## src/hw/rtl/ffsa_pkg.sv

```systemverilog
`timescale 1ns / 1ps
`default_nettype none
// ----------------------------------------------------------------------------
// ffsa_pkg
// Shared types and constants of the first-fit segment allocator.
// ----------------------------------------------------------------------------
package ffsa_pkg;

    localparam int ADDR_BITS    = 16;
    localparam int LEN_BITS     = 16;
    localparam int MAX_SEG_DEF  = 16;
    localparam int OUT_CNT_BITS = 5;
    localparam logic [LEN_BITS-1:0] POOL_RESET = 16'd1000;

    // operations on the input channel
    localparam logic FUNC_ALLOC = 1'b0;
    localparam logic FUNC_FREE  = 1'b1;

    // result status codes
    localparam logic [1:0] ST_OK      = 2'd0;
    localparam logic [1:0] ST_NOFIT   = 2'd1;
    localparam logic [1:0] ST_FULL    = 2'd2;
    localparam logic [1:0] ST_BADFREE = 2'd3;

    // table operation broadcast to the cells
    localparam logic [1:0] OP_NONE  = 2'd0;
    localparam logic [1:0] OP_TAKE  = 2'd1;
    localparam logic [1:0] OP_SPLIT = 2'd2;
    localparam logic [1:0] OP_FREE  = 2'd3;

    typedef struct packed {
        logic [1:0]          op;
        logic                mprev;
        logic                mnext;
        logic [LEN_BITS-1:0] req;
    } cell_ctrl_t;

    typedef struct packed {
        logic                 valid;
        logic                 taken;
        logic                 sel;
        logic [ADDR_BITS-1:0] base;
        logic [LEN_BITS-1:0]  len;
        logic [ADDR_BITS-1:0] cut_base;
    } cell_view_t;

    localparam cell_view_t VIEW_NONE = '0;

endpackage
`default_nettype wire

```

## src/hw/rtl/ffsa_cell.sv

```systemverilog
`timescale 1ns / 1ps
`default_nettype none
// ----------------------------------------------------------------------------
// ffsa_cell
// One table entry: holds a segment, evaluates it against a request and
// shifts, splits or merges with its neighbours.
// ----------------------------------------------------------------------------
module ffsa_cell
    import ffsa_pkg::*;
#(
    parameter bit IS_FIRST = 1'b0
) (
    input  wire logic                 aclk,
    input  wire logic                 aresetn,
    input  wire logic                 init,
    input  wire logic [LEN_BITS-1:0]  init_len,
    input  wire logic                 load,
    input  wire logic                 ld_func,
    input  wire logic [LEN_BITS-1:0]  ld_req,
    input  wire logic [ADDR_BITS-1:0] ld_where,
    input  wire cell_ctrl_t           ctrl,
    input  wire logic                 before_in,
    output logic                      before_out,
    input  wire cell_view_t           left,
    input  wire cell_view_t           right1,
    input  wire cell_view_t           right2,
    output cell_view_t                view,
    output logic                      exact_sel,
    output logic                      next_free,
    output logic                      prev_free
);

    logic                 valid_reg, valid_next;
    logic                 taken_reg, taken_next;
    logic [ADDR_BITS-1:0] base_reg, base_next;
    logic [LEN_BITS-1:0]  len_reg, len_next;
    logic                 flag_reg, exact_reg;
    logic [LEN_BITS-1:0]  rem_reg;
    logic                 sel, ge_k, gt_k, absorb, shift;
    logic [LEN_BITS-1:0]  add1, add2;
    cell_view_t           src;

    assign sel        = flag_reg & ~before_in;
    assign before_out = before_in | flag_reg;
    assign ge_k       = before_in | flag_reg;
    assign gt_k       = before_in;

    assign view.valid    = valid_reg;
    assign view.taken    = taken_reg;
    assign view.sel      = sel;
    assign view.base     = base_reg;
    assign view.len      = len_reg;
    assign view.cut_base = base_reg + ADDR_BITS'(rem_reg);

    assign exact_sel = sel & exact_reg;
    assign next_free = sel & right1.valid & ~right1.taken;
    assign prev_free = sel & left.valid & ~left.taken;

    assign absorb = ctrl.mprev ? right1.sel : sel;
    assign shift  = (ctrl.mprev | ctrl.mnext) & (ctrl.mprev ? ge_k : gt_k);
    assign add1   = (ctrl.mprev | ctrl.mnext) ? right1.len : '0;
    assign add2   = (ctrl.mprev & ctrl.mnext) ? right2.len : '0;
    assign src    = (ctrl.mprev & ctrl.mnext) ? right2 : right1;

    always_comb begin
        valid_next = valid_reg;
        taken_next = taken_reg;
        base_next  = base_reg;
        len_next   = len_reg;
        case (ctrl.op)
            OP_TAKE: begin
                if (sel) begin
                    taken_next = 1'b1;
                end
            end
            OP_SPLIT: begin
                if (sel) begin
                    len_next = rem_reg;
                end else if (left.sel) begin
                    valid_next = 1'b1;
                    taken_next = 1'b1;
                    base_next  = left.cut_base;
                    len_next   = ctrl.req;
                end else if (gt_k) begin
                    valid_next = left.valid;
                    taken_next = left.taken;
                    base_next  = left.base;
                    len_next   = left.len;
                end
            end
            OP_FREE: begin
                if (absorb) begin
                    len_next = len_reg + add1 + add2;
                    if (!ctrl.mprev) begin
                        taken_next = 1'b0;
                    end
                end else if (shift) begin
                    valid_next = src.valid;
                    taken_next = src.taken;
                    base_next  = src.base;
                    len_next   = src.len;
                end
            end
            default: begin
            end
        endcase
    end

    always_ff @(posedge aclk) begin
        if (!aresetn) begin
            valid_reg <= IS_FIRST;
            taken_reg <= 1'b0;
            base_reg  <= '0;
            len_reg   <= IS_FIRST ? POOL_RESET : '0;
            flag_reg  <= 1'b0;
        end else if (init) begin
            valid_reg <= IS_FIRST;
            taken_reg <= 1'b0;
            base_reg  <= '0;
            len_reg   <= IS_FIRST ? init_len : '0;
            flag_reg  <= 1'b0;
        end else begin
            valid_reg <= valid_next;
            taken_reg <= taken_next;
            base_reg  <= base_next;
            len_reg   <= len_next;
            if (load) begin
                if (ld_func == FUNC_FREE) begin
                    flag_reg <= valid_reg & taken_reg & (base_reg == ld_where);
                end else begin
                    flag_reg <= valid_reg & ~taken_reg & (ld_req != '0)
                                & (len_reg >= ld_req);
                end
            end
        end
    end

    // evaluation results for the request being accepted
    always_ff @(posedge aclk) begin
        if (load) begin
            exact_reg <= (len_reg == ld_req);
            rem_reg   <= len_reg - ld_req;
        end
    end

endmodule
`default_nettype wire

```

## config.mk

```make
export PLATFORM = sky130hd
export DESIGN_NAME = ffsa_cell
export DESIGN_NICKNAME = d
export VERILOG_FILES = /design/src/hw/rtl/ffsa_pkg.sv /design/src/hw/rtl/ffsa_cell.sv
export SDC_FILE = /design/constraint.sdc
export NUM_CORES = 1
export LEC_CHECK = 0
export BUFFER_PORTS_ARGS = -buffer_cell sky130_fd_sc_hd__buf_2
export CAP_MARGIN = 20
export CORE_MARGIN = 2
export CORE_UTILIZATION = 45
export DETAILED_ROUTE_END_ITERATION = 8
export PLACE_DENSITY = 0.78
export SYNTH_ARGS = -nofsm -noshare
export SYNTH_HDL_FRONTEND = slang
export SYNTH_SLANG_ARGS = --single-unit
```

## constraint.sdc

```tcl
create_clock -name aclk -period 6.1 [get_ports aclk]
set_input_delay 0.305 -clock aclk [delete_from_list [all_inputs] [get_ports aclk]]
set_output_delay 0.305 -clock aclk [all_outputs]
set_load 0.005 [all_outputs]
```

# [Yosys cells after proc, flatten, opt, wreduce, memory -nomap -nowiden]
# Cells that the tools add are included.
[totals] reg_bits=52 out_inout_bits=55 word_cells=84
[classes] add_sub_neg=4 magnitude_cmp=1 eq_ne=13 muxes=32 bitwise=20 n_reduce_logical=7
[ops] op="16-bit two-way mux" n=12
[ops] op="16-bit case mux with 2 select lines" n=2
[ops] op="51-bit two-way mux" n=1
[ops] op="16-bit adder" n=3
[ops] op="16-bit equality test" n=2
[ops] op="16-bit >= comparator" n=1
[ops] op="16-bit nonzero test" n=1
[ops] op="16-bit subtractor" n=1
[ops] op="1-bit two-way mux" n=15
[ops] op="1-bit bitwise AND" n=13
[ops] op="3-bit != test (second input constant)" n=3
[ops] op="2-bit != test (second input constant)" n=4
[ops] op="6-bit AND reduction" n=1
[ops] op="1-bit inverter" n=5
[ops] op="5-bit AND reduction" n=1
[ops] op="2-bit equality test (second input constant)" n=2
[ops] op="4-bit != test (second input constant)" n=1
[ops] op="1-bit case mux with 3 select lines" n=1
[ops] op="3-bit AND reduction" n=1
[ops] op="3-bit nonzero test" n=1
[ops] op="2-bit by 1-bit equality test with 1-bit output (second input constant)" n=1
[ops] op="1-bit OR" n=2
[ops] op="1-bit case mux with 2 select lines" n=1
[ops] op="2-bit nonzero test" n=1
[ops] op="2-bit OR reduction" n=1

# [Depth between registers and ports, before layout]
# Gate-level depths: netlist of run 1.
[logic_depth] word_depth=6 ltp_mapped=16 ltp_nobuf=15

# [Worst setup path before layout of run 1]
# OpenSTA, ideal clock, no wires.
[synth_timing] path_type="input -> register" start="input ctrl[16] (netlist bit)" end="register len_reg[13]" setup_time_ns=0.130 arrival_time_ns=2.994 required_ns=5.970 path_slack_ns=2.977 cell_stages=16 n_path_buf=2 path_cell_list="clkbuf_1 > clkbuf_1 > o21ai_0 > fa_1 > inv_1 > ha_1 > inv_1 > fa_1 > nor2b_1 > o31a_1 > o211ai_1 > nand2_1 > a41oi_2 > o21ai_0 > mux2i_1 > o21ai_0"
[synth_via] elab_chain_len=6 word_cells_on_any_way=13
[synth_lines] item="start: declaration" line_no="ffsa_cell.sv:21" source="input wire cell_ctrl_t ctrl,"
[synth_lines] item="1-bit OR" line_no="ffsa_cell.sv:60, ffsa_cell.sv:61"
[synth_lines] item="16-bit two-way mux" line_no="ffsa_cell.sv:61" source="assign add1 = (ctrl.mprev | ctrl.mnext) ? right1.len : '0;"
[synth_lines] item="16-bit adder (2 in series)" line_no="ffsa_cell.sv:93" source="len_next = len_reg + add1 + add2;"
[synth_lines] item="16-bit two-way mux" line_no="ffsa_cell.sv:92" source="if (absorb) begin"
[synth_lines] item="16-bit case mux with 2 select lines" line_no="ffsa_cell.sv:70" source="case (ctrl.op)"
[synth_lines] item="end signal: assignment" line_no="ffsa_cell.sv:114" source="len_reg <= IS_FIRST ? POOL_RESET : '0;"
[synth_lines] item="end signal: assignment" line_no="ffsa_cell.sv:120" source="len_reg <= IS_FIRST ? init_len : '0;"
[synth_lines] item="end signal: assignment" line_no="ffsa_cell.sv:126" source="len_reg <= len_next;"
[synth_lines] item="end: declaration" line_no="ffsa_cell.sv:36" source="logic [LEN_BITS-1:0] len_reg, len_next;"
# Several ways; a longest one is shown, not always the timed one. The select of a mux whose other input is x is not followed.
# A chain may end at the register's enable or synchronous reset.

# [Final worst setup path of run 1]
[layout_timing] start="input ctrl[17] (netlist bit)" end="register len_reg[11]"
# The elaborated chain is that of the path after synthesis.

==> run_results.csv, run 1 <==
group,metric,value,unit
logic_synthesis,netlist_instances,760,
drt,firstDrtPassIters,7,
logic_synthesis,synth.distinct_cells,64,
logic_synthesis,ys_ff_latch,52,
worst_setup_path,criticalPathCategory,"in2reg",
drt,drt_wl_total,20.2,mm
logic_synthesis,synth_edf_count,17,
placement,routabilityCongestion,0.951,
sta,setup_viol,0,
outcome,status,"completed",
sta,relSlewSlack,0.311,
placement,dpl_cell_area,7260,µm²
sta,slew_viol_final,0,
floorplanning,top_level_ports,282,
floorplanning,die_area,14300,µm²
global_route,grt_pass1_wl,31.1,mm
clock_network,clockBufferDepth,2,
global_route,grt_max_degree,53,
worst_setup_path,arrival,4.02,ns
clock_network,cts_setup_buffers,0,
cells_and_area,diodes,0,
floorplanning,row_count,42,
sta,finalHoldViolations,0,
worst_setup_path,critical_path.startpoint_type,"input port",
floorplanning,fp.coreArea,13100,µm²
drt,viasPerCell,5.67,
clock_network,clk_latency,0.29,ns
power,peakVddDrop,0.0865,mV
logic_synthesis,ys_async_sr_fraction,0,
clock_network,ctsHoldBuffers,0,
clock_network,htree_levels,2,
sta,setup_tns,0,ns
cells_and_area,final_common_cell,"buf_2",
clock_network,cts_buffers,5,
worst_hold_path,hp-start,"ld_func",
logic_synthesis,synth.cell_area,6020,µm²
worst_setup_path,cp-end-kind,"flip-flop",
drt,vias,6468,
worst_setup_path,cp_cell_sequence,"buf_2, and2_1, nand2_1, fa_1, inv_1, ha_1, inv_1, fa_1, nor2b_1, o31a_1, o211ai_1, nand2_1, a41oi_2, xnor2_1, nor2_1, o41ai_1",
global_route,track_usage,0.273,
sta,max_freq,0.262,GHz
global_route,grt_pass1_vias,6103,
logic_synthesis,avgSynthCellArea,7.92,µm²
clock_network,clk_pin_slew_worst_paths,0.07,ns
worst_setup_path,cp_slowest_stage_delay,0.74,ns
drt,drc,0,
worst_setup_path,cp.required,6.30,ns
sta,period_share,0.626,
clock_network,root_buffer,"clkbuf_16",
cells_and_area,areaGrowthSynthToFinish,23.0,%
drt,route.detailed.wl_per_inst,17.7,µm
logic_synthesis,yosysWarnings,0,
cells_and_area,drive_gt1_frac,0.275,
floorplanning,die_w,120,µm
worst_setup_path,path_max_fanout,24,
clock_network,cts_resized,0,
floorplanning,fp.dieH,120,µm
run,drv_cap,0,
logic_synthesis,synth_seq_area_share,0.201,
floorplanning,start_util,0.458,
global_route,grt_antenna_before_repair,0,
cells_and_area,mostFrequentLayoutCells,"buf_2, a21oi_1, nor2_1",
worst_hold_path,min_path_type,"in2reg",
sta,tightest_slew,1.03,ns
power,p_leak,3.57,nW
cells_and_area,final_area,7400,µm²
logic_synthesis,postSynthNetCount,1053,
power,power_density,160,nW/µm²
clock_network,cts_sinks,52,
sta,finClkSkew,0.00345,ns
placement,hpwl,16.6,mm
cells_and_area,fin_nets,1256,
global_route,grt_overflow_total,0,
worst_setup_path,crit_slowest_cell,"and2_1",
drt,drtIter0Drc,421,
worst_setup_path,timing.rr.start,"len_reg[1]",
logic_synthesis,synth_flop_cell,"dfxtp_1",
worst_setup_path,critPathLaunch,"ctrl[17]",
clock_network,cts_tree,"built",
placement,io_buffers,232,
sta,rsz0062_at_grt,"no",
worst_setup_path,cp_top_family,"simple AND/OR/NAND/NOR gates",
worst_setup_path,crit_buf_inv,3,
drt,ant_nets,0,
sta,fin_crit,3.82,ns
==> worst reg2reg max path, cell delays in order, from the launching register on <==
cell      delay [ns]
dfxtp_1         0.38
fa_1            0.56
ha_1            0.17
inv_1           0.06
fa_1            0.45
nor2b_1         0.16
o31a_1          0.21
o211ai_1        0.10
nand2_1         0.09
a41oi_2         0.15
xnor2_1         0.17
nor2_1          0.06
o41ai_1         0.32
==> cell usage after synthesis, types with 9 or more instances <==
library cell	n	area, µm²
a211oi_1	30	225
a311oi_1	17	149
a21oi_1	88	440
nand2b_1	10	62.6
inv_1	39	146
nand3_1	13	65.1
fa_1	18	360
mux2i_1	21	210
nand2_1	59	221
edfxtp_1	17	510
a21o_1	9	67.6
and3_1	17	106
buf_2	15	75.1
nor2b_1	41	257
nor3_1	13	65.1
o21ai_0	28	140
ha_1	48	601
xor2_1	18	158
nand4_1	9	56.3
xnor2_1	33	289
nor2_1	62	233
clkbuf_1	22	82.6
dfxtp_1	35	701
o22ai_1	10	62.6
nor4_1	9	56.3
==> kinds of logic (layout without fill, tap and decap cells) <==
group,count (synthesis),in the layout,synth area share
compound gates,238,238,0.265
buf+inv,81,285,0.0555
xor+xnor,51,51,0.0742
simple gates,251,251,0.209
mux,21,21,0.0349
fa+ha+maj,66,66,0.160
flops,52,52,0.201
==> power by group <==
group	internal (mW)	total, mW	switching, mW
Combinational	0.218	0.488	0.270
Clock	0.153	0.286	0.134
Sequential	0.385	0.412	0.0274
Total	0.755	1.19	0.432
==> final timing paths <==
check,depth (start not counted),to,slack [ns]
max,16,len_reg[11],2.28
min,3,flag_reg,0.35
max reg2reg,12,len_reg[11],3.11
min reg2reg,2,taken_reg,0.54
==> area by class of cell <==
type	instances	area [µm²]
clock inverters	1	5.00
multi-input cells	627	4480
fillers	1263	5740
inverters	39	146
well taps	176	220
repair buffers	238	1210
clock buffers	7	133
flip-flops and latches	52	1210
==> per-stage QoR <==
| step | std cells | setup slack (ns) | util | power, mW | hold WS [ns] |
|---|---|---|---|---|---|
| 2_1_floorplan | 760 | 2.98 | - | 0.722 | 0.417 |
| 4_1_cts | 1140 | 2.31 | 0.563 | 1.18 | 0.351 |
| 6_report | 1140 | 2.28 | 0.563 | 1.19 | 0.351 |
| 3_3_place_gp | 1132 | 2.07 | 0.553 | 0.895 | 0.528 |
| 5_1_grt | 1140 | 1.99 | 0.563 | 1.26 | 0.360 |
| 3_5_place_dp | 1132 | 2.02 | 0.553 | 0.903 | 0.532 |
==> metal layers <==
metal  GRT usage  part of all wire  vias up
met5           0                 0        -
met2       0.483              0.48      274
met4      0.0875             0.032        0
met3      0.0528             0.074       40
met1       0.335              0.41     2980
li1            -                 -     3174
Note: power is estimated with default switching activity, not from simulation.
==> inputs of run 2 (changes only) <==
clock period = 3.6 ns   (was 6.1 ns; I/O delays follow)
==> run 2 against run 1 <==
Effect of this change:
- wire length is 0.57% lower
- design area is 0.85% higher
- non-clock buffer count is 3 higher
- final cell count is 0.26% higher
- hold slack worse by 0.15 ns
- critical path depth is 1 lower
- first-iteration DRC count is 5.9% lower
- clock power is 110% higher
- largest cell class unchanged
- largest power group unchanged
==> run_results.csv, run 2 (synthesis gave the netlist of run 1 again) <==
group,metric,value,unit
worst_setup_path,critical_path.startpoint_type,"input port",
sta,period_share,0.838,
floorplanning,top_level_ports,282,
clock_network,clk_latency,0.30,ns
global_route,grt_max_degree,52,
clock_network,clk_pin_slew_worst_paths,0.07,ns
placement,dp_cells,1135,
sta,fin_crit,3.02,ns
cells_and_area,mostFrequentLayoutCells,"buf_2, a21oi_1, nor2_1",
power,peakVddDrop,0.190,mV
floorplanning,row_count,42,
floorplanning,fp.coreArea,13100,µm²
floorplanning,die_area,14300,µm²
worst_setup_path,crit_slowest_cell,"fa_1",
power,p_leak,3.60,nW
worst_setup_path,cp-end-kind,"flip-flop",
placement,routabilityCongestion,0.939,
power,swShare,0.351,
cells_and_area,diodes,0,
power,pwr-share-seq,0.331,
drt,drc,0,
cells_and_area,stdcell_count,1143,
worst_setup_path,criticalPathCategory,"in2reg",
clock_network,cts_sinks,52,
cells_and_area,drive_gt1_frac,0.279,
worst_setup_path,cp_slowest_stage_delay,0.49,ns
floorplanning,die_w,120,µm
sta,setup_viol,0,
power,power_density,283,nW/µm²
power,power_frac_comb,0.392,
worst_setup_path,arrival,3.19,ns
placement,dpl_cell_area,7290,µm²
placement,io_buffers,232,
clock_network,htree_levels,2,
sta,relSlewSlack,0.302,
worst_hold_path,min_path_type,"in2reg",
drt,drtIter0Drc,396,
placement,hpwl,16.6,mm
global_route,grt_overflow_total,0,
sta,finClkSkew,0.00872,ns
clock_network,cts_tree,"built",
floorplanning,start_util,0.458,
clock_network,cts_buffers,5,
cells_and_area,final_common_cell,"buf_2",
drt,firstDrtPassIters,5,
worst_setup_path,cp.required,3.77,ns
power,pwr-share-clk,0.278,
drt,route.detailed.wl_per_inst,17.6,µm
clock_network,ctsHoldBuffers,0,
drt,viasPerCell,5.68,
cells_and_area,final_area,7460,µm²
sta,rsz0062_at_grt,"no",
worst_setup_path,cp_top_family,"adder cells",
cells_and_area,final.fill_count,1243,
cells_and_area,fin_nets,1259,
global_route,grt_antenna_before_repair,0,
clock_network,cts_setup_buffers,0,
global_route,grt_pass1_vias,5926,
drt,vias,6492,
floorplanning,fp.dieH,120,µm
sta,worst_hold_slack,0.200,ns
outcome,status,"completed",
sta,max_freq,0.332,GHz
drt,ant_nets,0,
clock_network,clockBufferDepth,2,
power,p_int,1.37,mW
power,p_sw,742,µW
clock_network,cts_resized,0,
run,drv_cap,0,
sta,slew_viol_final,0,
sta,finalHoldViolations,0,
worst_setup_path,path_max_fanout,24,
global_route,track_usage,0.272,
worst_setup_path,cp_cell_sequence,"buf_2, nor2_1, nor2b_1, fa_1, ha_1, inv_1, fa_1, nor2b_1, o31a_1, o211ai_1, nand2_1, a41oi_2, o21ai_0, mux2i_1, o21ai_0",
sta,tightest_slew,1.05,ns
clock_network,root_buffer,"clkbuf_16",
sta,setup_tns,0,ns
worst_setup_path,crit_buf_inv,2,
global_route,grt_pass1_wl,30.9,mm
drt,drt_wl_total,20.1,mm
cells_and_area,areaGrowthSynthToFinish,24.1,%
==> run 2: changes by cell type in the layout (fill, tap and decap cells not counted) <==
cell and change:
buf_4 +3, clkinv_4 +1, clkbuf_1 -2, bufinv_16 +1, clkinv_2 -1, clkbuf_8 +1
==> run 2: path summary, 6_finish.rpt <==
check | start | cells after the start | slack, ns | endpoint
worst max-delay path | ctrl[17] | 15 | 0.58 | len_reg[13]
worst min-delay path | ld_func | 3 | 0.20 | flag_reg
worst max register to register | len_reg[1] | 12 | 0.60 | len_reg[13]
worst min register to register | taken_reg | 2 | 0.54 | taken_reg
==> run 2: power by group through the flow <==
stage / Clock (mW) / Combinational (mW) / Sequential, mW
after floorplan: 0 / 0.531 / 0.692
after global placement: 0 / 0.805 / 0.712
after detailed placement: 0 / 0.818 / 0.712
after CTS: 0.588 / 0.823 / 0.699
after global routing: 0.608 / 0.913 / 0.704
final: 0.587 / 0.827 / 0.698
==> run 2: tightest hold or removal path, delay by kind of cell <==
family                 cells  cell delay [ns]
AOI/OAI and AO/OA          1             0.09
buffers and inverters      1             0.10
and+or+nand+nor            1             0.08
==> run 2: cell type report <==
| class | instances | area, µm² | share of cell area |
|---|---|---|---|
| Tap cell | 176 | 220 | 0.0295 |
| Sequential cell | 52 | 1210 | 0.162 |
| Clock inverter | 2 | 38.8 | 0.00520 |
| Multi-Input combinational cell | 627 | 4480 | 0.600 |
| Clock buffer | 6 | 139 | 0.0186 |
| Timing Repair Buffer | 241 | 1230 | 0.165 |
| Inverter | 39 | 146 | 0.0196 |
==> run 2: routing by layer <==
layer	vias to the layer above	global-route usage	wire [µm]
li1	3186	-	-
met1	2991	0.353	8410
met2	287	0.470	9640
met3	28	0.0452	1580
met4	0	0.0706	463
met5	-	0	0
==> run 2: metrics by stage <==
stage                     utilization  setup slack (ns)  total power, mW
after floorplan                     -             0.602             1.22
after global placement          0.555             0.346             1.52
after detailed placement        0.555             0.283             1.53
after CTS                       0.568             0.577             2.11
after global routing            0.568             0.253             2.22
final                           0.568             0.584             2.11
==> inputs of run 3 (changes only) <==
ABC_AREA = 1   (was not set)
PLACE_DENSITY = 0.77   (was 0.78)
clock period = 3 ns   (was 3.6 ns; I/O delays follow)
==> run 3 against run 2 <==
Effect of this change:
- area after synthesis up 6.2%
- design area up 5.2%
- die area up 5.9%
- largest cell class unchanged
- synthesized cell count up 34%
- largest power group unchanged
- sequential share of layout area down 0.81 points
- via count up 18%
- critical path depth down 5
- hold slack better by 0.053 ns
- final cell count up 24%
==> run_results.csv, run 3 <==
group,metric,value,unit
logic_synthesis,avgSynthCellArea,6.29,µm²
clock_network,clk_pin_slew_worst_paths,0.07,ns
cells_and_area,mostFrequentLayoutCells,"buf_2, nand2_1, inv_1",
clock_network,cts_resized,0,
drt,drt_wl_total,24.5,mm
placement,routabilityCongestion,0.977,
sta,setup_viol,0,
power,peakVddDrop,0.299,mV
floorplanning,fp.coreArea,13900,µm²
clock_network,htree_levels,2,
power,finalPower,2.65,mW
clock_network,cts_buffers,5,
logic_synthesis,synth_seq_area_share,0.190,
clock_network,cts_tree,"built",
worst_setup_path,crit_slowest_cell,"dfxtp_1",
global_route,grt_max_degree,37,
logic_synthesis,synth.cell_area,6390,µm²
sta,slew_viol_final,0,
logic_synthesis,synth_top_cell_area_share,0.127,
clock_network,cts_setup_buffers,0,
cells_and_area,drive_gt1_frac,0.221,
logic_synthesis,ys_ff_latch,52,
placement,dpl_cell_area,7680,µm²
global_route,grt_overflow_total,0,
global_route,track_usage,0.314,
logic_synthesis,synth.most_common_cell,"nand2_1",
clock_network,root_buffer,"clkbuf_16",
logic_synthesis,synth_edf_count,17,
floorplanning,die_w,123,µm
worst_setup_path,cp_top_family,"adder cells",
logic_synthesis,ys_async_sr_fraction,0,
worst_setup_path,path_max_fanout,4,
logic_synthesis,synth_largest_area_cell,"nand2_1",
logic_synthesis,synth.area.top_cells,"nand2_1, dfxtp_1, ha_1",
worst_setup_path,arrival,2.64,ns
cells_and_area,final_area,7860,µm²
worst_setup_path,cp_cell_sequence,"ha_1, inv_1, fa_1, o21ai_0, nand3_1, nand2_1, nand3_1, nand2_1, xor2_1, buf_2",
drt,drc,0,
cells_and_area,final.fill_count,1419,
worst_setup_path,crit_buf_inv,2,
sta,finClkSkew,0.00614,ns
worst_setup_path,cp.required,2.85,ns
floorplanning,top_level_ports,282,
sta,tightest_slew,0.791,ns
floorplanning,row_count,43,
worst_hold_path,min_path_type,"in2reg",
clock_network,cts_sinks,52,
sta,finalHoldViolations,0,
drt,ant_nets,0,
sta,rsz0062_at_grt,"no",
logic_synthesis,postSynthNetCount,1309,
sta,max_freq,0.358,GHz
global_route,grt_antenna_before_repair,0,
worst_setup_path,cp-end-kind,"output port",
power,power_density,337,nW/µm²
cells_and_area,final_common_cell,"buf_2",
floorplanning,start_util,0.460,
worst_setup_path,criticalPathCategory,"reg2out",
sta,worst_hold_slack,0.253,ns
clock_network,clockBufferDepth,2,
floorplanning,fp.dieH,123,µm
clock_network,clk_latency,0.30,ns
clock_network,ctsHoldBuffers,0,
drt,vias,7638,
sta,setup_tns,0,ns
cells_and_area,areaGrowthSynthToFinish,23.0,%
sta,period_share,0.930,
logic_synthesis,synthTopCellsByCount,"nand2_1, inv_1, nor2_1, o21ai_0, a21oi_1",
drt,viasPerCell,5.40,
sta,fin_crit,2.79,ns
global_route,grt_pass1_vias,6973,
logic_synthesis,synth_flop_cell,"dfxtp_1",
power,p_leak,4.31,nW
logic_synthesis,yosysWarnings,0,
outcome,status,"completed",
placement,hpwl,20.0,mm
run,drv_cap,0,
worst_setup_path,critical_path.startpoint_type,"flip-flop",
logic_synthesis,netlist_instances,1016,
sta,relSlewSlack,0.472,
floorplanning,die_area,15200,µm²
cells_and_area,diodes,0,
logic_synthesis,synth.distinct_cells,45,
cells_and_area,fin_nets,1526,
drt,drtIter0Drc,645,
global_route,grt_pass1_wl,35.8,mm
placement,io_buffers,232,
drt,route.detailed.wl_per_inst,17.3,µm
drt,firstDrtPassIters,5,
worst_setup_path,cp_slowest_stage_delay,0.45,ns
run 3: logic make-up (layout without fill, tap and decap cells):
logic type | count (synthesis) | count (layout) | share of synthesized area
simple gates | 439 | 439 | 0.288
fa+ha+maj | 66 | 66 | 0.150
compound gates | 239 | 239 | 0.207
buf+inv | 186 | 404 | 0.119
flops | 52 | 52 | 0.190
xor+xnor | 34 | 34 | 0.0466
run 3: worst min-delay path: stages:
cell and delay [ns]:
buf_2 0.08, o211ai_1 0.09, nand3_1 0.07, nor2_1 0.04
nor2_1 0.08
run 3: area by class of cell:
class                   count  area, µm²  share of cell area
clock buffers               5        125              0.0159
clock inverters             3       46.3             0.00589
inverters                 150        563              0.0717
multi-input cells         778       4420               0.563
flip-flops and latches     52       1210               0.154
well taps                 180        225              0.0287
repair buffers            246       1270               0.161
run 3: metrics by stage:
stage / std cells / util / worst slack (ns)
2_1_floorplan: 1016 / - / 0.497
5_1_grt: 1414 / 0.566 / 0.0739
3_3_place_gp: 1406 / 0.554 / 0.322
6_report: 1414 / 0.566 / 0.209
4_1_cts: 1414 / 0.566 / 0.223
3_5_place_dp: 1406 / 0.554 / 0.279
run 3: final timing paths:
path	end	from	cells after the start	slack, ns
min	taken_reg	right2[49]	5	0.25
min reg2reg	valid_reg	valid_reg	2	0.50
max reg2reg	len_reg[9]	len_reg[0]	14	0.44
max	view[14]	base_reg[0]	10	0.21
run 3: metal layers:
metal / vias to the layer above / routed length, µm / GRT usage
met3: 64 / 2250 / 0.0470
met1: 3402 / 9800 / 0.392
li1: 3756 / - / -
met2: 416 / 11200 / 0.524
met5: - / 0 / 0
met4: 0 / 1230 / 0.162
run 3: power by group:
| part | switching [mW] | internal (mW) | total (mW) |
|---|---|---|---|
| Sequential | 0.0685 | 0.787 | 0.855 |
| Combinational | 0.668 | 0.443 | 1.11 |
| Clock | 0.282 | 0.397 | 0.679 |
| Total | 1.02 | 1.63 | 2.65 |
